**config.mk**
```make
export PLATFORM = sky130hd
export DESIGN_NAME = pba_cell
export DESIGN_NICKNAME = d
export VERILOG_FILES = /design/src/design/pba_pkg.sv /design/src/design/pba_cell.sv
export SDC_FILE = /design/constraint.sdc
export NUM_CORES = 1
export LEC_CHECK = 0
export ABC_AREA = 0
export BUFFER_PORTS_ARGS = -buffer_cell sky130_fd_sc_hd__buf_4
export CORE_MARGIN = 2
export CORE_UTILIZATION = 45
export CTS_BUF_LIST = sky130_fd_sc_hd__clkbuf_2 sky130_fd_sc_hd__clkbuf_4 sky130_fd_sc_hd__clkbuf_8
export DETAILED_ROUTE_END_ITERATION = 10
export GPL_TIMING_DRIVEN = 0
export PLACE_DENSITY = 0.67
export REMOVE_ABC_BUFFERS = 1
export SETUP_SLACK_MARGIN = 0.15
export SLEW_MARGIN = 20
export SYNTH_ARGS = -nofsm -noshare
export SYNTH_HDL_FRONTEND = slang
export SYNTH_SLANG_ARGS = --single-unit
```
**constraint.sdc**
```tcl
create_clock -name clk -period 10.27 [get_ports clk]
set_input_delay 3.081 -clock clk [delete_from_list [all_inputs] [get_ports clk]]
set_output_delay 3.081 -clock clk [all_outputs]
set_load 0.05 [all_outputs]
```
**src/design/pba_pkg.sv**
```systemverilog
`default_nettype none
package pba_pkg;

  localparam int CNT_W  = 9;
  localparam int IDX_W  = 8;
  localparam int BYTE_W = 33;
  localparam int TOT_W  = 48;

  localparam logic [BYTE_W-1:0] DEFAULT_PAGE_BYTES = 33'd4194304;
  localparam logic [BYTE_W-1:0] ALIGN_MASK         = 33'd15;

  localparam logic OP_STAGE = 1'b0;
  localparam logic OP_RESET = 1'b1;

  localparam logic [1:0] ST_PLACED  = 2'd0;
  localparam logic [1:0] ST_ZERO    = 2'd1;
  localparam logic [1:0] ST_NO_ROOM = 2'd2;
  localparam logic [1:0] ST_RESET   = 2'd3;

  typedef enum logic [1:0] {
    S_IDLE,
    S_SCAN,
    S_DONE
  } state_t;

  typedef struct packed {
    logic              vld;
    logic              done;
    logic [BYTE_W-1:0] aligned;
    logic [IDX_W-1:0]  idx;
    logic [BYTE_W-1:0] offset;
    logic              opened;
  } token_t;

  typedef struct packed {
    logic              clr;
    logic [CNT_W-1:0]  scan;
    logic [CNT_W-1:0]  open_cnt;
    logic [BYTE_W-1:0] base;
  } bcast_t;

endpackage
`default_nettype wire

```
**src/design/pba_cell.sv**
```systemverilog
`default_nettype none
module pba_cell #(
  parameter int IDX = 0
) (
  input  wire logic            clk,
  input  wire logic            rst_n,
  input  wire pba_pkg::bcast_t bc,
  input  wire pba_pkg::token_t tok_i,
  output pba_pkg::token_t      tok_o
);

  localparam logic [pba_pkg::CNT_W-1:0] IDX_C = pba_pkg::CNT_W'(IDX);

  logic [pba_pkg::BYTE_W-1:0] cap_r, cap_nxt;
  logic [pba_pkg::BYTE_W-1:0] fill_r, fill_nxt;
  logic [pba_pkg::BYTE_W-1:0] room;
  pba_pkg::token_t            tok_r, tok_nxt;
  logic                       here, fits;

  always_comb begin
    cap_nxt  = cap_r;
    fill_nxt = fill_r;
    tok_nxt  = tok_i;
    room     = (fill_r > cap_r) ? '0 : cap_r - fill_r;
    here     = tok_i.vld && !tok_i.done;
    fits     = (IDX_C >= bc.scan) && (IDX_C < bc.open_cnt) && (room >= tok_i.aligned);
    if (bc.clr) begin
      fill_nxt = '0;
    end else if (here && fits) begin
      fill_nxt       = fill_r + tok_i.aligned;
      tok_nxt.done   = 1'b1;
      tok_nxt.idx    = pba_pkg::IDX_W'(IDX);
      tok_nxt.offset = fill_r;
      tok_nxt.opened = 1'b0;
    end else if (here && (IDX_C == bc.open_cnt)) begin
      // open this page
      cap_nxt        = (bc.base > tok_i.aligned) ? bc.base : tok_i.aligned;
      fill_nxt       = tok_i.aligned;
      tok_nxt.done   = 1'b1;
      tok_nxt.idx    = pba_pkg::IDX_W'(IDX);
      tok_nxt.offset = '0;
      tok_nxt.opened = 1'b1;
    end
  end

  always_ff @(posedge clk) begin
    cap_r  <= cap_nxt;
    fill_r <= fill_nxt;
    if (!rst_n) begin
      tok_r <= '0;
    end else begin
      tok_r <= tok_nxt;
    end
  end

  assign tok_o = tok_r;

endmodule
`default_nettype wire

```
==> summary.txt, run 1 <==
Logic synthesis
  – Distinct cell type count after synthesis: 82
  – Mean post-synth cell area: 9.15 um^2
  – Synthesized cell area: 10,400 um^2
  – #FFs+latches synth: 143
  – Most common flop cell mapped by yosys: dfxtp_1
  – Post-synth EDFFs: 33
  – Sequential fraction of the synthesis area: 30.7%
  – Number of synthesis warnings: 0
  – FFs w/ async S/R, synth: 0%
  – Cell count after synthesis: 1,135

Worst setup path
  – Endpoint of the lowest-slack register-to-register path: tok_o[20]
  – Worst path arrival time: 7310 ps
  – Worst setup path end: tok_o[20]
  – Required time of the critical path: 10,690 ps
  – Reg2Reg Depth: 23
  – Crit end category: register
  – Kind of start point of the critical path: register
  – Critical path class: reg2reg
  – Register-to-Register Setup Slack: 3380 ps
  – Launch point of the critical path: cap_r[0]
  – RR Startpoint: cap_r[0]
  – Largest fanout of any net on the critical path: 41

Layout
  – Number of nets at the end of the flow: 1,589
  – Layout cells sized above 1: 24.7%
  – Commonest non-fill, non-tap cell in the layout: buf_4
  – Post-route insts no fill: 1,623
  – Number of fillers in the final layout: 2,087
  – Post-layout instance area: 12,600 um^2
  – Layout-stage area growth over the synthesis result: 21.6%
  – Final antenna diode count: 0
  – Most frequent cells in the layout: 207 x buf_4, 131 x ha_1, 110 x dfxtp_1

Clocking
  – Count of buffers added by post-CTS timing repair for setup: 0
  – Sinks on the clock net: 143
  – Clock Tree Root: clkbuf_8
  – Hold-fix buffers at CTS: 0
  – Clock-pin slew reported for the worst setup and hold paths after clock tree synthesis: 90 ps
  – CTS tree: built
  – Later-pin clock latency in the skew report: 480 ps
  – Number of levels in the clock H-tree: 4
  – Clk buf depth: 2
  – Post-cts resize count: 0
  – TritonCTS buffer count: 17

Floorplanning
  – DIE AREA: 24,300 um^2
  – Number of placement rows: 55
  – Core region area: 22,600 um^2
  – Height of the die: 156 um
  – Initial core utilization: 45.9%
  – Horizontal die dimension: 156 um
  – Number of top-level pins: 208

Timing
  – Unrepaired setup endpoints after global routing: false
  – Hold Vio Cnt, Final: 0
  – Number of slew-limit violations in the final report: 0
  – Clock period minus final worst setup slack: 6890 ps
  – Worst relative slew slack: 40.7%
  – Slew at the pin with the worst max-slew slack: 890 ps
  – Setup Skew: 14.1 ps
  – Share of the clock period used by the worst path after layout: 67.1%
  – Total negative slack for setup checks: 0 ps
  – Post-Route Hold Slack: 501 ps
  – FMAX: 145 MHz
  – Finish-stage setup viols: 0

Power and ir drop
  – Pwr per Cell Area: 103 nW/um^2
  – Static Leak: 5.68 nW
  – Max VDD drop: 0.0644 mV
  – Post-route total power: 1.30 mW

Run
  – Max-capacitance violation count: 0

Detailed routing
  – First-iteration detailed-routing DRC count: 578
  – Count of antenna-violating nets left after detailed routing: 0
  – Vias: 9,273
  – DRC viols: 0
  – Aggregate routed wire length: 29,400 um
  – Avg Vias per Cell: 5.71
  – Number of optimization iterations in the first detailed-route pass: 5
  – Routed wire length per instance: 18.1 um

Placement
  – Final weighted congestion in routability-driven placement: 0.919
  – Standard cell area after detailed placement: 12,300 um^2
  – HPWL after DPL: 22,500 um
  – Number of placed instances, taps included: 1,591
  – PortBufs: 207

Global route
  – Initial antenna violation count: 0
  – Global-route wire length before repair: 47,300 um
  – Vias in the first global route: 9,128
  – Total global routing track utilization: 24.6%
  – Congestion Overflow GR: 0
  – Largest net degree at the start of global routing: 42

Worst hold path
  – Worst min path class: reg2reg

Run status
  – Status: finished, final reports clean
[synth_stat cells, types with 28 or more instances]
library cell    n  area [um^2]
ha_1          131         1640
a22o_1         33          289
xnor2_1        31          272
and2_1         48          300
dfxtp_1       110         2200
o21ai_0        39          195
a21oi_1       101          505
a21o_1         57          428
nor2_1         54          203
nand2_1        58          218
edfxtp_1       33          991
mux2_2         28          315
inv_1          83          312
[per-stage QoR]
stage               worst slack (ps)  util, %
finish                          3380     55.8
global route                    2830     55.8
CTS                             3430     55.8
detailed placement              3490     54.2
global placement                2030     53.3
floorplan                       3670        -
[power by group]
group | leakage, nW | switching (mW) | internal (mW)
Combinational | 4.29 | 0.150 | 0.113
Clock | 0.192 | 0.260 | 0.178
Sequential | 1.20 | 0.00408 | 0.593
[cell families after synthesis]
logic type,count (synthesis),synth area share [%]
XOR/XNOR,52,4.38
adder cells (fa/ha/maj),133,16.2
multiplexers,36,3.88
buffers and inverters,125,5.26
flip-flops,143,30.7
AND/OR/NAND/NOR,265,13.4
AO/OA/AOI/OAI,381,26.2
[routing by layer]
layer  part of all wire [%]  track usage (%)  vias to the layer above
met4                    2.2             7.60                        0
met3                    6.4             4.89                       48
li1                       -                -                     4556
met2                     46             40.1                      312
met1                     46             32.9                     4357
met5                      0                0                        -
[critical path, stage by stage (launching register included)]
cell and delay (ps):
edfxtp_1 380, inv_1 60, ha_1 160, inv_1 50, fa_1 410, a21o_1 190, a41oi_1 350, a211oi_1 170
a31oi_1 370, a31oi_1 190, nor4_1 490, o21ai_0 280, a311oi_1 320, a211oi_1 100, ha_1 350, a21o_1 160
a21o_1 160, a21oi_1 160, o21ai_1 200, nor3_1 640, a311oi_4 360, nor2_4 480, o21a_4 550, a22o_1 230
[layout make-up]
cell class / instances / area, um^2 / share of cell area, %
clock buffers: 18 / 241 / 1.91
clock inverters: 14 / 118 / 0.931
inverters: 83 / 312 / 2.47
multi-input cells: 867 / 6690 / 53.0
flip-flops and latches: 143 / 3190 / 25.3
well taps: 285 / 357 / 2.82
repair buffers: 213 / 1720 / 13.6
[sequential cells by signal (all words and copies together), names as in the netlist]
| name | cells |
|---|---|
| tok_o | 77 |
| cap_r | 33 |
| fill_r | 33 |
[how the worst min path moves through the flow]
stage / start / to / cells past startpoint
after global placement: fill_r[13] / fill_r[13] / 2
after CTS: fill_r[6] / fill_r[6] / 2
after global routing: fill_r[24] / tok_o[25] / 1
final: fill_r[11] / fill_r[11] / 2
after detailed placement: fill_r[6] / fill_r[6] / 2
after floorplan: fill_r[11] / fill_r[11] / 2
Note: power is estimated with default switching activity, not from simulation.
==> inputs of run 2 (changes only) <==
--- a/config.mk
+++ b/config.mk
@@ -5,14 +5,14 @@
 export SDC_FILE = /design/constraint.sdc
 export NUM_CORES = 1
 export LEC_CHECK = 0
-export ABC_AREA = 0
+export ABC_AREA = 1
 export BUFFER_PORTS_ARGS = -buffer_cell sky130_fd_sc_hd__buf_4
 export CORE_MARGIN = 2
 export CORE_UTILIZATION = 45
 export CTS_BUF_LIST = sky130_fd_sc_hd__clkbuf_2 sky130_fd_sc_hd__clkbuf_4 sky130_fd_sc_hd__clkbuf_8
 export DETAILED_ROUTE_END_ITERATION = 10
 export GPL_TIMING_DRIVEN = 0
-export PLACE_DENSITY = 0.67
+export PLACE_DENSITY = 0.69
 export REMOVE_ABC_BUFFERS = 1
 export SETUP_SLACK_MARGIN = 0.15
 export SLEW_MARGIN = 20
==> constraint.sdc (replaced) <==
create_clock -name clk -period 6 [get_ports clk]
set_input_delay 1.8 -clock clk [delete_from_list [all_inputs] [get_ports clk]]
set_output_delay 1.8 -clock clk [all_outputs]
set_load 0.05 [all_outputs]
==> summary.txt, run 2 <==
Run status
  – Status: finished, final reports clean

Worst setup path
  – Number of buffers and inverters on the critical path: 1
  – Endpoint of the lowest-slack register-to-register path: tok_o[32]
  – Reg2Reg Depth: 26
  – Largest fanout of any net on the critical path: 42
  – Launch point of the critical path: fill_r[0]
  – Required time of the critical path: 6380 ps
  – Crit path max-delay family: simple AND/OR/NAND/NOR gates
  – Worst path arrival time: 5770 ps
  – Library cell appearing most often on the critical path: nand2_1
  – Register-to-Register Setup Slack: 610 ps
  – RR Startpoint: fill_r[0]
  – Worst setup path end: tok_o[32]
  – Worst-path cell with the longest stage delay: a21oi_1
  – Critical path class: reg2reg
  – Kind of start point of the critical path: register
  – Maximum cell stage delay along the critical path: 480 ps
  – Crit end category: register
  – Total stage count of the critical path: 26

Floorplanning
  – Height of the die: 165 um
  – Core region area: 25,800 um^2
  – Number of top-level pins: 208
  – Initial core utilization: 45.3%
  – DIE AREA: 27,300 um^2
  – Number of placement rows: 59
  – Horizontal die dimension: 165 um

Power and ir drop
  – Switching power summed over all nets: 0.734 mW
  – Part of the total power dissipated in combinational logic: 20.6%
  – Share of power burned in the clock network: 35.7%
  – Switching part of the total: 31.3%
  – Sequential cell fraction of total power: 43.7%
  – Max VDD drop: 0.137 mV
  – Internal power consumption: 1.61 mW
  – Post-route total power: 2.34 mW
  – Pwr per Cell Area: 168 nW/um^2
  – Static Leak: 7.18 nW

Global route
  – Most Used Layer, Global Route: met2
  – Vias in the first global route: 11.4k
  – Global-route wire length before repair: 63,300 um
  – Met1 Usage GRT: 43.6%
  – Congestion Overflow GR: 0
  – Met2 layer usage reported by global route: 48.9%
  – Met3 GRT Util: 3.52%
  – Total global routing track utilization: 30.5%
  – Largest net degree at the start of global routing: 43
  – Initial antenna violation count: 0

Layout
  – Core occupancy in the finished layout: 53.9%
  – Max reg flops: 77
  – Number of nets at the end of the flow: 2,259
  – Commonest non-fill, non-tap cell in the layout: nand2_1
  – Multi-input gate area: 7290 um^2
  – Number of fillers in the final layout: 2,675
  – Layout cells sized above 1: 13.7%
  – Final antenna diode count: 0
  – Layout-stage area growth over the synthesis result: 19.0%
  – Most frequent cells in the layout: 598 x nand2_1, 264 x inv_1, 207 x buf_4
  – Area taken by flip-flops and latches: 3190 um^2

Placement
  – PortBufs: 207
  – Final weighted congestion in routability-driven placement: 0.965
  – HPWL after DPL: 34,000 um

Clocking
  – Sinks on the clock net: 143
  – Clock Tree Root: clkbuf_8
  – Hold-fix buffers at CTS: 0
  – Clk buf depth: 2
  – Post-cts resize count: 0
  – CTS tree: built
  – Number of levels in the clock H-tree: 4
  – Count of buffers added by post-CTS timing repair for setup: 0
  – Clock-pin slew reported for the worst setup and hold paths after clock tree synthesis: 90 ps
  – Later-pin clock latency in the skew report: 480 ps
  – TritonCTS buffer count: 17

Logic synthesis
  – Top-count cell post-synth: nand2_1
  – Largest cells by area after synthesis: nand2_1 19%, dfxtp_1 19%, ha_1 14%
  – Distinct cell type count after synthesis: 47
  – Top cell types by occurrence after synthesis: 599 x nand2_1, 264 x inv_1, 160 x a21oi_1
  – Post-synth EDFFs: 33
  – Synthesized cell area: 11,700 um^2
  – Dominant cell type by area after synthesis: nand2_1
  – Sequential fraction of the synthesis area: 27.3%
  – Most common flop cell mapped by yosys: dfxtp_1
  – Mean post-synth cell area: 6.49 um^2
  – FFs w/ async S/R, synth: 0%
  – #FFs+latches synth: 143
  – Number of synthesis warnings: 0
  – Cell count after synthesis: 1,804
  – Area share of the largest cell type after synthesis: 19.2%

Detailed routing
  – First-iteration detailed-routing DRC count: 1,026
  – Avg Vias per Cell: 5.27
  – Count of antenna-violating nets left after detailed routing: 0
  – Routed wire length per instance: 17.7 um
  – DRC viols: 0
  – Number of optimization iterations in the first detailed-route pass: 5
  – Vias: 12.4k
  – Aggregate routed wire length: 41,600 um

Timing
  – Hold Vio Cnt, Final: 0
  – Number of slew-limit violations in the final report: 0
  – Finish-stage setup viols: 0
  – Clock period minus final worst setup slack: 5390 ps
  – FMAX: 186 MHz
  – Share of the clock period used by the worst path after layout: 89.8%
  – Worst relative slew slack: 31.7%
  – Slew at the pin with the worst max-slew slack: 1020 ps
  – Post-Route Hold Slack: 516 ps
  – Setup Skew: 21.5 ps
  – Unrepaired setup endpoints after global routing: false
  – Total negative slack for setup checks: 0 ps

Run
  – Max-capacitance violation count: 0

Worst hold path
  – Worst min path class: reg2reg
## run 2: cell types whose count changed in the layout (fill, tap and decap cells not counted), moves of 14 or more
| cell | before | now |
|---|---|---|
| and2_1 | 48 | 0 |
| a22oi_1 | 17 | 0 |
| nand3_1 | 16 | 96 |
| nor2_1 | 52 | 139 |
| a22o_1 | 33 | 0 |
| mux2_2 | 28 | 0 |
| o21ai_0 | 39 | 64 |
| nand2_1 | 58 | 598 |
| a21oi_1 | 101 | 160 |
| inv_1 | 82 | 264 |
| a21oi_2 | 23 | 0 |
| xnor2_1 | 31 | 17 |
| a21o_1 | 57 | 4 |
## run 2: worst min path at each step
| stage | start | to | depth (start not counted) |
|---|---|---|---|
| after floorplan | fill_r[20] | tok_o[21] | 2 |
| after CTS | fill_r[30] | tok_o[31] | 2 |
| final | fill_r[4] | fill_r[4] | 2 |
| after global placement | fill_r[21] | fill_r[21] | 2 |
| after detailed placement | fill_r[3] | fill_r[3] | 2 |
| after global routing | fill_r[31] | tok_o[32] | 2 |
## run 2: routing by layer
metal	wire length [um]	vias up
li1	-	6186
met3	2500	51
met4	892	0
met1	19400	5727
met2	18800	386
met5	0	-
## run 2: cell families after synthesis
logic type / Yosys count / share of synthesized area (%)
adders and majority gates: 133 / 14.3
xor gates and xnor gates: 39 / 2.92
and+or+nand+nor: 903 / 31.9
buffers and inverters: 306 / 10.7
AOI/OAI and AO/OA: 280 / 13.0
DFF: 143 / 27.3
## run 2: power groups by stage
stage / Clock, mW / Sequential [mW] / Combinational [mW]
floorplan: 0 / 1.14 / 0.174
global placement: 0 / 1.05 / 0.470
detailed placement: 0 / 1.05 / 0.476
CTS: 0.844 / 1.02 / 0.477
global route: 0.882 / 1.03 / 0.524
finish: 0.836 / 1.02 / 0.482
## run 2: per-stage QoR
| stage | setup slack [ps] | std cells | cell area [um^2] |
|---|---|---|---|
| after floorplan | 1220 | 1766 | 11500 |
| after global placement | -395 | 2308 | 13400 |
| after detailed placement | 642 | 2311 | 13500 |
| after CTS | 636 | 2343 | 13900 |
| after global routing | 242 | 2343 | 13900 |
| final | 609 | 2343 | 13900 |
## run 2: cell type report
class                      instances  area share, %
clock buffer                      19           1.79
clock inverter                    13           1.20
inverter                         268           7.25
multi-input combinational       1355           52.3
sequential                       143           22.9
tap                              335           3.01
timing repair buffer             210           11.5
## run 2: worst min-delay path: stages (launching register included)
cell     delay, ps
dfxtp_1        350
nand2_1         70
a21oi_1         50
==> inputs of run 3 (changes only) <==
--- a/config.mk
+++ b/config.mk
@@ -5,14 +5,13 @@
 export SDC_FILE = /design/constraint.sdc
 export NUM_CORES = 1
 export LEC_CHECK = 0
-export ABC_AREA = 1
 export BUFFER_PORTS_ARGS = -buffer_cell sky130_fd_sc_hd__buf_4
 export CORE_MARGIN = 2
 export CORE_UTILIZATION = 45
 export CTS_BUF_LIST = sky130_fd_sc_hd__clkbuf_2 sky130_fd_sc_hd__clkbuf_4 sky130_fd_sc_hd__clkbuf_8
 export DETAILED_ROUTE_END_ITERATION = 10
 export GPL_TIMING_DRIVEN = 0
-export PLACE_DENSITY = 0.69
+export PLACE_DENSITY = 0.7
 export REMOVE_ABC_BUFFERS = 1
 export SETUP_SLACK_MARGIN = 0.15
 export SLEW_MARGIN = 20
==> summary.txt, run 3 (synthesized netlist as in run 1, its figures left out) <==
Clocking
  – Clock Tree Root: clkbuf_8
  – Clk buf depth: 2
  – Sinks on the clock net: 143
  – CTS tree: built
  – Later-pin clock latency in the skew report: 490 ps
  – Hold-fix buffers at CTS: 0
  – Clock-pin slew reported for the worst setup and hold paths after clock tree synthesis: 90 ps
  – Number of levels in the clock H-tree: 4
  – TritonCTS buffer count: 17

Placement
  – Standard cell area after detailed placement: 12,300 um^2
  – Final weighted congestion in routability-driven placement: 0.885
  – PortBufs: 207
  – HPWL after DPL: 22,400 um

Worst setup path
  – Cell-by-cell trace of the critical path: ha_1 > inv_1 > fa_1 > a21o_1 > a41oi_2 > a211oi_2 > a31oi_2 > a31oi_2 > nor4_2 > buf_4 > o21ai_0 > a311oi_1 > a211oi_1 > ha_1 > nand4_1 > or2_4 > a21oi_4 > o2111ai_4 > a311oi_4 > nor2_4 > buf_4 > buf_16 > a221oi_1
  – Maximum cell stage delay along the critical path: 430 ps
  – RR Startpoint: fill_r[0]
  – Crit end category: register
  – Worst-path cell with the longest stage delay: a311oi_4
  – Critical path class: reg2reg
  – Reg2Reg Depth: 23
  – Kind of start point of the critical path: register
  – Launch point of the critical path: fill_r[0]
  – Required time of the critical path: 6380 ps
  – Endpoint of the lowest-slack register-to-register path: fill_r[18]
  – Largest fanout of any net on the critical path: 20
  – Worst path arrival time: 5930 ps
  – Register-to-Register Setup Slack: 450 ps
  – Worst setup path end: fill_r[18]

Global route
  – Global-route wire length before repair: 46,600 um
  – Congestion Overflow GR: 0
  – Initial antenna violation count: 0
  – Largest net degree at the start of global routing: 41
  – Vias in the first global route: 9,196
  – Total global routing track utilization: 24.5%

Timing
  – Number of slew-limit violations in the final report: 0
  – Finish-stage setup viols: 0
  – Total negative slack for setup checks: 0 ps
  – Worst relative slew slack: 45.9%
  – Hold Vio Cnt, Final: 0
  – FMAX: 180 MHz
  – Clock period minus final worst setup slack: 5550 ps
  – Unrepaired setup endpoints after global routing: false
  – Slew at the pin with the worst max-slew slack: 810 ps
  – Setup Skew: 15.1 ps
  – Post-Route Hold Slack: 497 ps
  – Share of the clock period used by the worst path after layout: 92.5%

Layout
  – Area taken by flip-flops and latches: 3190 um^2
  – Max reg flops: 77
  – Final antenna diode count: 0
  – Layout cells sized above 1: 26.5%
  – Layout-stage area growth over the synthesis result: 24.8%
  – Multi-input gate area: 6890 um^2
  – Most frequent cells in the layout: 214 x buf_4, 131 x ha_1, 110 x dfxtp_1
  – Post-layout instance area: 13,000 um^2
  – Number of nets at the end of the flow: 1,603
  – Commonest non-fill, non-tap cell in the layout: buf_4
  – Number of fillers in the final layout: 2,028

Power and ir drop
  – Max VDD drop: 0.119 mV
  – Sequential cell fraction of total power: 43.5%
  – Part of the total power dissipated in combinational logic: 19.8%
  – Internal power consumption: 1.64 mW
  – Switching power summed over all nets: 0.708 mW
  – Static Leak: 5.79 nW
  – Post-route total power: 2.35 mW
  – Share of power burned in the clock network: 36.7%
  – Switching part of the total: 30.1%
  – Pwr per Cell Area: 181 nW/um^2

Detailed routing
  – Avg Vias per Cell: 5.78
  – Aggregate routed wire length: 31,000 um
  – First-iteration detailed-routing DRC count: 704
  – DRC viols: 0
  – Number of optimization iterations in the first detailed-route pass: 5
  – Vias: 9,468
  – Routed wire length per instance: 18.9 um
  – Count of antenna-violating nets left after detailed routing: 0

Run
  – Max-capacitance violation count: 0

Floorplanning
  – Number of placement rows: 55
  – Core region area: 22,600 um^2
  – Initial core utilization: 45.9%
  – Horizontal die dimension: 156 um
  – DIE AREA: 24,300 um^2
  – Number of top-level pins: 208
  – Height of the die: 156 um

Worst hold path
  – Worst min path class: reg2reg

Run status
  – Status: finished, final reports clean
## run 3: changes by cell type in the layout (fill, tap and decap cells not counted), sizes merged, moves of 35 or more
| cell | previous run | this run |
|---|---|---|
| nand2 | 607 | 58 |
| inv | 268 | 91 |
| nor2 | 144 | 55 |
| nand3 | 97 | 17 |
| a21o | 4 | 57 |
| and2 | 0 | 48 |
| a21oi | 160 | 125 |
## run 3: what timing repair did
action                                  CTS  global route
pin swaps                                 3             9
setup buffers                             6             2
endpoints found under the setup margin   76            75
resized for setup                         9            18
gates cloned                              1             5
## run 3: layout make-up
cell class	instances	share of cell area [%]
well taps	285	2.75
clock buffers	18	1.91
flip-flops and latches	143	24.6
multi-input cells	873	53.1
repair buffers	221	13.8
clock inverters	14	1.34
inverters	83	2.40
## run 3: power groups by stage
stage / combinational [mW] / clock (mW) / sequential, mW
2_1_floorplan: 0.167 / 0 / 1.14
3_3_place_gp: 0.438 / 0 / 1.04
3_5_place_dp: 0.451 / 0 / 1.04
4_1_cts: 0.456 / 0.879 / 1.02
5_1_grt: 0.501 / 0.911 / 1.02
6_report: 0.465 / 0.863 / 1.02
## run 3: critical path, delay by kind of cell, from the launching register on
family | cells | cell delay [ps]
adder cells (fa/ha/maj) | 3 | 950
AND/OR/NAND/NOR | 4 | 740
buffers and inverters | 4 | 580
AO/OA/AOI/OAI | 12 | 2700
flip-flops | 1 | 410
## run 3: worst min-delay path by stage
stage / from / depth (start not counted) / to / slack, ps
after global routing: fill_r[24] / 1 / tok_o[25] / 530
after detailed placement: fill_r[11] / 2 / fill_r[11] / 480
after CTS: fill_r[11] / 2 / fill_r[11] / 500
after global placement: fill_r[13] / 2 / fill_r[13] / 480
final: fill_r[11] / 2 / fill_r[11] / 500
after floorplan: fill_r[11] / 2 / fill_r[11] / 450
## run 3: stage by stage
| step | setup WS (ps) | std cells | utilization [%] |
|---|---|---|---|
| after floorplan | 511 | 1093 | - |
| after global placement | -1720 | 1585 | 53.3 |
| after detailed placement | -664 | 1591 | 54.2 |
| after CTS | 197 | 1630 | 56.6 |
| after global routing | 152 | 1637 | 57.3 |
| final | 450 | 1637 | 57.3 |
## run 3: routing by layer
layer | vias to the layer above | routed length (um) | GRT usage [%]
li1 | 4603 | - | -
met1 | 4456 | 13700 | 30.4
met2 | 361 | 14300 | 41.3
met3 | 48 | 2350 | 6.22
met4 | 0 | 721 | 8.39
met5 | - | 0 | 0
